[src/rtl/obb_pkg.sv]
package obb_pkg;

  // CORDIC datapath widths: x/y in Q2.30, angle accumulator in 2^-18 degree
  localparam int XY_W     = 32;
  localparam int Z_W      = 27;
  localparam int MAX_ITER = 24;
  localparam int SIZE_W   = 22;
  localparam int TRIG_W   = 18;
  localparam int CFG_IDX_W = 2;

  localparam logic signed [XY_W-1:0] CORDIC_GAIN = 32'sd652032874;

  // angle units are 1/64 degree
  localparam logic [14:0] FULL_TURN    = 15'd23040;
  localparam logic [14:0] QUARTER_TURN = 15'd5760;
  localparam logic [14:0] HALF_TURN    = 15'd11520;
  localparam logic [14:0] THREE_QTR    = 15'd17280;

  localparam logic signed [TRIG_W-1:0] Q16_ONE = 18'sd65536;

  // atan(2^-i) in units of 2^-18 degree
  localparam logic [23:0] ATAN_TAB [MAX_ITER] = '{
    24'd11796480, 24'd6963869, 24'd3679517, 24'd1867780, 24'd937515, 24'd469214,
    24'd234664, 24'd117339, 24'd58671, 24'd29335, 24'd14668, 24'd7334,
    24'd3667, 24'd1833, 24'd917, 24'd458, 24'd229, 24'd115,
    24'd57, 24'd29, 24'd14, 24'd7, 24'd4, 24'd2
  };

  // register indexes
  localparam logic [CFG_IDX_W-1:0] REG_WIDTH  = 2'd0;
  localparam logic [CFG_IDX_W-1:0] REG_HEIGHT = 2'd1;

  // request and result codes
  localparam logic REQ_PLACE   = 1'b0;
  localparam logic REQ_QUERY   = 1'b1;
  localparam logic KIND_CORNER = 1'b0;
  localparam logic KIND_POINT  = 1'b1;

  typedef struct packed {
    logic                   v;
    logic [1:0]             quad;
    logic signed [XY_W-1:0] x;
    logic signed [XY_W-1:0] y;
    logic signed [Z_W-1:0]  z;
  } cordic_t;

  typedef enum logic [2:0] {
    S_IDLE,
    S_TRIG,
    S_MAC,
    S_CORN,
    S_ANS
  } state_t;

endpackage

[src/rtl/obb_cordic_cell.sv]
// one CORDIC rotation step, registered
module obb_cordic_cell #(
  parameter int IDX = 0
) (
  input  logic             clk,
  input  logic             rst_n,
  input  obb_pkg::cordic_t cin,
  output obb_pkg::cordic_t cout
);

  logic                            v_r;
  logic [1:0]                      quad_r;
  logic signed [obb_pkg::XY_W-1:0] x_r, y_r;
  logic signed [obb_pkg::Z_W-1:0]  z_r;
  logic signed [obb_pkg::XY_W-1:0] dx, dy;
  logic signed [obb_pkg::Z_W-1:0]  at;

  // floor shifts of the cross terms
  assign dx = $signed(cin.y) >>> IDX;
  assign dy = $signed(cin.x) >>> IDX;
  assign at = {3'b000, obb_pkg::ATAN_TAB[IDX]};

  always_ff @(posedge clk) begin
    if (!rst_n) begin
      v_r <= 1'b0;
    end else begin
      v_r <= cin.v;
    end
  end

  // rotate toward zero residual angle
  always_ff @(posedge clk) begin
    quad_r <= cin.quad;
    if (!cin.z[obb_pkg::Z_W-1]) begin
      x_r <= cin.x - dx;
      y_r <= cin.y + dy;
      z_r <= cin.z - at;
    end else begin
      x_r <= cin.x + dx;
      y_r <= cin.y - dy;
      z_r <= cin.z + at;
    end
  end

  assign cout = '{v: v_r, quad: quad_r, x: x_r, y: y_r, z: z_r};

endmodule

[config.mk]
export PLATFORM = sky130hd
export DESIGN_NAME = obb_cordic_cell
export DESIGN_NICKNAME = d
export VERILOG_FILES = /design/src/rtl/obb_pkg.sv /design/src/rtl/obb_cordic_cell.sv
export SDC_FILE = /design/constraint.sdc
export NUM_CORES = 1
export LEC_CHECK = 0
export BUFFER_PORTS_ARGS = -buffer_cell sky130_fd_sc_hd__buf_2
export CAP_MARGIN = 10
export CORE_MARGIN = 4
export CORE_UTILIZATION = 51
export CTS_BUF_LIST = sky130_fd_sc_hd__clkbuf_2 sky130_fd_sc_hd__clkbuf_4 sky130_fd_sc_hd__clkbuf_8
export DETAILED_ROUTE_END_ITERATION = 6
export PLACE_DENSITY = 0.83
export SYNTH_ARGS = -nofsm -noshare
export SYNTH_HDL_FRONTEND = slang
export SYNTH_SLANG_ARGS = --single-unit
[constraint.sdc]
create_clock -name clk -period 3.3 [get_ports clk]
set_clock_uncertainty 0.05 [all_clocks]
set_input_delay 0.66 -clock clk [delete_from_list [all_inputs] [get_ports clk]]
set_output_delay 0.66 -clock clk [all_outputs]
set_load 0.005 [all_outputs]
==> metrics.cfg, run 1 <==
[status]
outcome=complete, no violations

[global_route]
track_usage_pct=26.2
grt_max_degree=52
grt_pass1_vias=7261
antenna_found_initial=0
grt_pass1_wl_mm=35.3
grt-ovfl-total=0

[sta]
post-route-period-util_pct=93.3
tightest_slew_ns=0.586
finalMaxSlewViolations=0
max_freq_mhz=325
finalHoldViolCount=0
rsz0062_at_grt=false
setup_violations=0
finalWorstPathRequiredPeriod_ns=3.08
relSlewSlack_pct=60.6

[cells_and_area]
multi_input_area_mm2=0.00515
fillCellCount=1240
fin_nets=1413
fin_area_mm2=0.00961
stdcell_count=1395
n_antenna_cell=0
drive_gt1_share_pct=29.0
register_area_mm2=0.00186
syn_to_final_growth_pct=25.7

[clock_tree]
clk_path_buf_depth=2
cts_tree=done
htree_levels=3
cts_buffers=9
cts_setup_buffers=0
clock_sink_count=93
cts_resized=0
cts.clk_slew.worst_paths_ns=0.10
holdBufCountCts=0
clockRootBuffer=clkbuf_8

[synth]
synthArstFlopShare_pct=0
synth_fp_nets=1145
synthCells=938
synth_edf_count=0
ys.flop_type=dfxtp_1
yosysWarnings=0
syn_avg_cell_area_um2=8.15
ys_seq_area_share_pct=24.4
synth.distinct_cells=77
synth_area_mm2=0.00764
ys_ff_latch=93

[floorplanning]
die_area_mm2=0.0170
die_h_um=130
dieWidth_um=130
start_util_pct=52.4
core_area_mm2=0.0146
io_pins=190
rows=44

[detailed_routing]
ant_nets=0
wl_mm=23.3
drc=0
wl_per_cell_um=16.7
dr.pass1.iters=6
drtIter0Drc=740
via_per_inst=5.56
vias=7756

[power_and_ir_drop]
vdd.ir_drop.worst_v=0.000186
p_per_area_mw_per_mm2=398
p_leak_uw=0.00484
finalPower_uw=3820

[worst_hold_path]
hold_path.class=in2reg

[placement]
place.gp.congestion=0.969
dpl_cell_area_mm2=0.00941
port_buffers=189
dp.cells=1379
dp_hpwl_mm=19.2

[setup_path]
cp_data_arrival_time_ns=3.37
cp-end-kind=register
startpoint_type=primary input
critical_path_class=in2reg
cp.required_ns=3.59
cp_max_fo=8

[flow_run]
cap_viol_max_count=0

cells in the mapped netlist (6+ instances only):
| library cell | n | share of area, % |
|---|---|---|
| a21oi_1 | 108 | 7.1 |
| ha_1 | 108 | 18 |
| inv_1 | 96 | 4.7 |
| dfxtp_1 | 93 | 24 |
| nor2_1 | 78 | 3.8 |
| xnor2_1 | 59 | 6.8 |
| o21ai_0 | 44 | 2.9 |
| nand2_1 | 38 | 1.9 |
| o21bai_1 | 27 | 2.7 |
| nor3_1 | 19 | 1.2 |
| a21o_1 | 18 | 1.8 |
| mux2i_1 | 16 | 2.1 |
| o31ai_1 | 13 | 1.3 |
| nand3_1 | 12 | 0.79 |
| a211oi_1 | 11 | 1.1 |
| buf_1 | 11 | 0.54 |
| clkbuf_1 | 11 | 0.54 |
| nor2b_1 | 11 | 0.90 |
| buf_2 | 10 | 0.66 |
| nand4_1 | 10 | 0.82 |
| nor4_1 | 10 | 0.82 |
| xor2_1 | 9 | 1.0 |
| o211ai_1 | 8 | 0.79 |
| buf_6 | 6 | 0.88 |
| nand2b_1 | 6 | 0.49 |
area by class of cell:
cell class | count | share of cell area [%]
Multi-Input combinational cell | 698 | 53.6
Sequential cell | 93 | 19.4
Timing Repair Buffer | 300 | 18.5
Inverter | 104 | 4.06
Tap cell | 184 | 2.40
Clock buffer | 10 | 1.43
Clock inverter | 6 | 0.573
worst max-delay path, cell delays in order:
cell and delay [ns]:
buf_2 0.11, inv_1 0.05, ha_1 0.42, inv_1 0.13, o21bai_1 0.30, a221oi_4 0.12
o31ai_1 0.52, o21ai_0 0.24, buf_4 0.19, o311a_1 0.30, a21oi_1 0.17, xor2_1 0.15
registers in the layout (all words and copies together) (netlist names):
name,cells
quad_r,2
z_r,27
y_r,32
x_r,31
v_r,1
cells in the final DEF, fill, tap and decap left out, drive strengths merged, types with 4 or more instances in the layout:
master and count:
buf 300, a21oi 114, ha 108, inv 103, dfxtp 93, nor2 79, xnor2 59, o21ai 47
nand2 38, o21bai 27, nor3 19, a21o 19, mux2i 16, o31ai 13, nand3 13, a211oi 12
nor2b 11, nor4 11, nand4 10, clkbuf 10, xor2 9, o211ai 9, nand2b 6, and2 5
clkinv 5, a31o 5, o31a 4, a31oi 4, a211o 4
logic make-up after synthesis:
family | synth area share (%)
AO/OA/AOI/OAI | 26.1
XOR/XNOR | 7.79
adder cells (fa/ha/maj) | 18.5
flip-flops | 24.4
multiplexers | 2.24
AND/OR/NAND/NOR | 12.8
buffers and inverters | 8.22
metrics by stage:
step	util [%]	setup TNS [ns]	setup WS, ns	hold WS [ns]
global placement	64.5	-0.326	-0.0828	0.712
finish	65.8	0	0.220	0.304
global route	65.8	0	0.0211	0.288
floorplan	-	0	0.182	0.638
detailed placement	64.5	-0.432	-0.107	0.714
CTS	65.8	0	0.273	0.296
path summary, 6_finish.rpt:
check	startpoint	endpoint	slack (ns)	depth (start not counted)
setup / recovery	cin[34]	x_r[29]	0.22	12
hold / removal	cin[11]	z_r[11]	0.30	1
per-layer routing:
layer  global-route usage [%]  part of all wire, %  vias up
met5                        0                    0        -
met4                     10.1                  2.8        0
met3                     4.63                  9.4       50
met2                     44.5                   46      401
met1                     33.1                   42     3513
li1                         -                    -     3792
power breakdown:
part	internal [µW]	switching, µW
clock network	309	468
registers	1340	57.9
logic	756	887
No activity file was read; power rests on OpenSTA's default activity.
==> run 2: changes to the inputs <==
--- a/config.mk
+++ b/config.mk
@@ -7,11 +7,13 @@
 export LEC_CHECK = 0
 export BUFFER_PORTS_ARGS = -buffer_cell sky130_fd_sc_hd__buf_2
 export CAP_MARGIN = 10
+export CELL_PAD_IN_SITES_DETAIL_PLACEMENT = 0
+export CELL_PAD_IN_SITES_GLOBAL_PLACEMENT = 2
 export CORE_MARGIN = 4
-export CORE_UTILIZATION = 51
+export CORE_UTILIZATION = 29
 export CTS_BUF_LIST = sky130_fd_sc_hd__clkbuf_2 sky130_fd_sc_hd__clkbuf_4 sky130_fd_sc_hd__clkbuf_8
 export DETAILED_ROUTE_END_ITERATION = 6
-export PLACE_DENSITY = 0.83
+export PLACE_DENSITY = 0.82
 export SYNTH_ARGS = -nofsm -noshare
 export SYNTH_HDL_FRONTEND = slang
 export SYNTH_SLANG_ARGS = --single-unit
==> metrics.cfg, run 2 (synthesis results as in run 1) <==
[clock_tree]
clockRootBuffer=clkbuf_8
clock_sink_count=93
cts_resized=0
cts_setup_buffers=0
cts_tree=done
clk_path_buf_depth=2
cts.clk_slew.worst_paths_ns=0.12
htree_levels=3
cts_buffers=9
holdBufCountCts=0

[placement]
preCtsSetupSlack_ns=-0.300
dp_hpwl_mm=22.5
place.gp.congestion=0.902
port_buffers=189

[detailed_routing]
drtIter0Drc=454
vias=7747
drc=0
wl_per_cell_um=16.9
wl_mm=26.9
ant_nets=0
dr.pass1.iters=5
via_per_inst=4.86

[power_and_ir_drop]
p_per_area_mw_per_mm2=391
p_leak_uw=0.00508
vdd.ir_drop.worst_v=0.000234

[global_route]
antenna_found_initial=0
grt_pass1_wl_mm=41.0
grt-ovfl-total=0
grt_pass1_vias=7757
track_usage_pct=17.7
grt_max_degree=42

[cells_and_area]
drive_gt1_share_pct=31.7
reg_top3=y_r (32), x_r (31), z_r (27)
layout_commonest_cell=buf_2
largest_reg_flops=32
layout_common_cells=189 x buf_2, 157 x buf_4, 108 x a21oi_1, 108 x ha_1, 96 x inv_1
fin_nets=1460
largest_register=y_r
n_antenna_cell=0
syn_to_final_growth_pct=33.2

[floorplanning]
core_area_mm2=0.0260
io_pins=190
start_util_pct=29.4
rows=59
dieWidth_um=170
die_area_mm2=0.0290
die_h_um=170

[sta]
tns_ns=0
finalWorstPathRequiredPeriod_ns=3.10
timing.hold.ws_ns=0.310
tightest_slew_ns=0.574
finalHoldViolCount=0
max_freq_mhz=322
setup_violations=0
rsz0062_at_grt=false
post-route-worst-setup-slack_ns=0.197
finalMaxSlewViolations=0
post-route-period-util_pct=94.0
relSlewSlack_pct=61.4

[setup_path]
cp_max_fo=4
worst-path-buf-inv=1
critPathMaxStageDelay_ns=0.43
startpoint_type=primary input
cp_cell_sequence=buf_2, ha_1, fa_1, nor2b_1, o211ai_1, nand3_2, o41ai_4, o221a_2, o221ai_2, a31o_1, o221ai_2, xor2_1
crit_top_cell=o221ai_2
cp_data_arrival_time_ns=3.36
cp_top_family=compound AO/OA/AOI/OAI gates
cp-end-kind=register
cp.required_ns=3.56
critical_path_class=in2reg
slowest_stage=fa_1

[status]
outcome=complete, no violations

[flow_run]
cap_viol_max_count=0

[worst_hold_path]
hold_path.class=in2reg

run 2: cell types whose count changed in the layout (fill, tap and decap cells not counted), sizes merged:
cell and delta:
clkinv +2, clkbuf -1, buf +47, clkinvlp -2
inv +1
run 2: path summary, 6_finish.rpt:
check,from,endpoint,depth (start not counted)
max,cin[27],y_r[30],12
min,cin[8],z_r[8],1
run 2: power by group:
group | internal [µW] | total, µW | switching [µW]
logic | 819 | 1750 | 935
clock network | 303 | 827 | 525
registers | 1340 | 1390 | 51.3
total | 2460 | 3980 | 1510
run 2: layout make-up:
cell class / count / area [µm²]
clock buffer: 9 / 124
clock inverter: 7 / 76.3
fill: 2752 / 15800
inverter: 104 / 390
multi-input combinational: 698 / 5160
sequential: 93 / 1860
tap: 335 / 419
timing repair buffer: 347 / 2140
run 2: per-stage QoR:
stage / instance area (µm²) / utilization, % / total power, µW / std cells
5_1_grt: 10200 / 39.2 / 4250 / 1593
3_3_place_gp: 9970 / 38.4 / 3170 / 1577
6_report: 10200 / 39.2 / 3980 / 1593
4_1_cts: 10200 / 39.1 / 4040 / 1593
2_1_floorplan: 7640 / - / 2340 / 938
3_5_place_dp: 9970 / 38.4 / 3180 / 1577
run 2: routing by layer:
| layer | global-route usage, % | vias up | routed length, µm |
|---|---|---|---|
| li1 | - | 3895 | - |
| met1 | 23.6 | 3591 | 12300 |
| met2 | 30.1 | 236 | 12500 |
| met3 | 2.97 | 25 | 1690 |
| met4 | 4.10 | 0 | 374 |
| met5 | 0 | - | 0 |
==> run 3: changes to the inputs <==
==> config.mk (replaced) <==
export PLATFORM = sky130hd
export DESIGN_NAME = obb_cordic_cell
export DESIGN_NICKNAME = d
export VERILOG_FILES = /design/src/rtl/obb_pkg.sv /design/src/rtl/obb_cordic_cell.sv
export SDC_FILE = /design/constraint.sdc
export NUM_CORES = 1
export LEC_CHECK = 0
export ABC_AREA = 1
export BUFFER_PORTS_ARGS = -buffer_cell sky130_fd_sc_hd__buf_2
export CAP_MARGIN = 10
export CORE_MARGIN = 4
export CORE_UTILIZATION = 51
export CTS_BUF_LIST = sky130_fd_sc_hd__clkbuf_2 sky130_fd_sc_hd__clkbuf_4 sky130_fd_sc_hd__clkbuf_8
export DETAILED_ROUTE_END_ITERATION = 6
export PLACE_DENSITY = 0.81
export SYNTH_ARGS = -nofsm -noshare
export SYNTH_HDL_FRONTEND = slang
export SYNTH_SLANG_ARGS = --single-unit
==> metrics.cfg, run 3 <==
[power_and_ir_drop]
p_switching_uw=1690
p_per_area_mw_per_mm2=357
seqPwrFrac_pct=34.7
p_leak_uw=0.00639
vdd.ir_drop.worst_v=0.000174
intPower_uw=2190
clkPwrFrac_pct=20.9
power_switching_share_pct=43.6
finalPower_uw=3880
combPwrFrac_pct=44.4

[synth]
synthArstFlopShare_pct=0
yosys.area.top_type_share_pct=20.6
synth_edf_count=0
netlist_top_cells_area=nand2_1 21%, dfxtp_1 19%, ha_1 14%
synth_xor_area_share_pct=2.44
synth_commonest_cells=533 x nand2_1, 286 x inv_1, 148 x nand3_1, 119 x nor2_1, 108 x ha_1
synthSimpleGateAreaFrac_pct=38.4
synth_fp_nets=1840
yosys.area.top_type=nand2_1
synthAdderAreaFrac_pct=14.5
ys_seq_area_share_pct=19.2
synth.most_common_cell=nand2_1
synthMuxAreaShare_pct=0.103
ys.flop_type=dfxtp_1
synth_area_mm2=0.00970
ys_ff_latch=93
syn_avg_cell_area_um2=5.94
yosysWarnings=0
synth.distinct_cells=40
synth_top_family_by_area=simple AND/OR/NAND/NOR gates
synthCells=1633
synth_compound_area_share_pct=10.4

[cells_and_area]
largest_register=y_r
fin_nets=2001
finish.utilization_pct=58.1
register_area_mm2=0.00186
multi_input_area_mm2=0.00639
layout_common_cells=533 x nand2_1, 286 x inv_1, 189 x buf_2, 148 x nand3_1, 119 x nor2_1
drive_gt1_share_pct=15.7
largest_reg_flops=32
fillCellCount=1968
n_antenna_cell=0
syn_to_final_growth_pct=11.9
reg_top3=y_r (32), x_r (31), z_r (27)
layout_commonest_cell=nand2_1

[floorplanning]
io_pins=190
die_h_um=146
dieWidth_um=146
rows=50
start_util_pct=51.9
core_area_mm2=0.0187
die_area_mm2=0.0213

[status]
outcome=complete, no violations

[clock_tree]
cts_resized=0
clk_path_buf_depth=2
clockRootBuffer=clkbuf_8
clock_sink_count=93
cts.clk_slew.worst_paths_ns=0.13
holdBufCountCts=0
cts_buffers=9
cts_tree=done
cts_setup_buffers=0
htree_levels=3

[sta]
post-route-worst-setup-slack_ns=0.841
max_freq_mhz=407
finalHoldViolCount=0
tns_ns=0
finalMaxSlewViolations=0
rsz0062_at_grt=false
finalWorstPathRequiredPeriod_ns=2.46
tightest_slew_ns=0.622
relSlewSlack_pct=58.1
timing.hold.ws_ns=0.293
setup_violations=0
post-route-period-util_pct=74.5

[setup_path]
critical_path_class=in2reg
cp-end-kind=register
startpoint_type=primary input
cp.required_ns=3.55
cp_max_fo=9
cp_data_arrival_time_ns=2.71

[worst_hold_path]
whs_endpoint=z_r[8]
hold_start=cin[8]
hold_path.class=in2reg
hold_depth=1

[detailed_routing]
wl_mm=32.3
via_per_inst=5.26
vias=10700
drtIter0Drc=913
drc=0
ant_nets=0
wl_per_cell_um=15.9
dr.pass1.iters=5

[global_route]
antenna_found_initial=0
grt_pass1_vias=9980
grt-ovfl-total=0
grt_pass1_wl_mm=50.7
track_usage_pct=29.5
grt_max_degree=52

[flow_run]
cap_viol_max_count=0

[placement]
port_buffers=189
preCtsSetupSlack_ns=0.498
place.gp.congestion=1.02
dp_hpwl_mm=27.4

run 3: how the worst max path moves through the flow:
stage,startpoint,endpoint,slack (ns),depth (start not counted)
after detailed placement,cin[38],y_r[30],0.50,13
after global routing,cin[52],x_r[30],0.64,13
after global placement,cin[38],x_r[22],0.47,13
final,cin[41],x_r[23],0.84,13
after floorplan,cin[26],z_r[25],0.86,12
after CTS,cin[38],y_r[30],0.92,13
run 3: critical path: stages:
cell	delay [ns]
buf_2	0.10
inv_1	0.04
ha_1	0.47
o21ai_0	0.59
inv_1	0.10
nand2_1	0.16
a21oi_1	0.07
nand2_2	0.14
nand2_1	0.10
nand2_1	0.07
nand2_1	0.06
nand3_1	0.08
nand2_1	0.06
run 3: area by class of cell:
type	count	share of cell area, %
Timing Repair Buffer	193	8.98
Inverter	303	10.5
Tap cell	234	2.70
Sequential cell	93	17.1
Clock buffer	9	1.14
Clock inverter	7	0.726
Multi-Input combinational cell	1194	58.8
run 3: metal layers:
| metal | share of wire (%) | vias up | track usage, % |
|---|---|---|---|
| li1 | - | 5354 | - |
| met4 | 1.9 | 0 | 7.83 |
| met1 | 45 | 4844 | 41.7 |
| met3 | 9.6 | 35 | 4.55 |
| met2 | 43 | 467 | 46.8 |
| met5 | 0 | - | 0 |
run 3: logic make-up after synthesis:
kind of cell,Yosys count
AND/OR/NAND/NOR,875
multiplexers,1
AO/OA/AOI/OAI,180
adder cells (fa/ha/maj),111
flip-flops,93
buffers and inverters,346
XOR/XNOR,27
run 3: power by group through the flow:
| stage | registers, µW | clock network [µW] | logic, µW |
|---|---|---|---|
| 2_1_floorplan | 1390 | 0 | 1080 |
| 3_3_place_gp | 1370 | 0 | 1670 |
| 3_5_place_dp | 1370 | 0 | 1690 |
| 4_1_cts | 1350 | 824 | 1690 |
| 5_1_grt | 1360 | 881 | 1910 |
| 6_report | 1350 | 809 | 1720 |
run 3: stage by stage:
step,instances,cell area [µm²]
floorplan,1633,9700
finish,2033,10900
detailed placement,2017,10700
global placement,2017,10700
global route,2033,10900
CTS,2033,10900
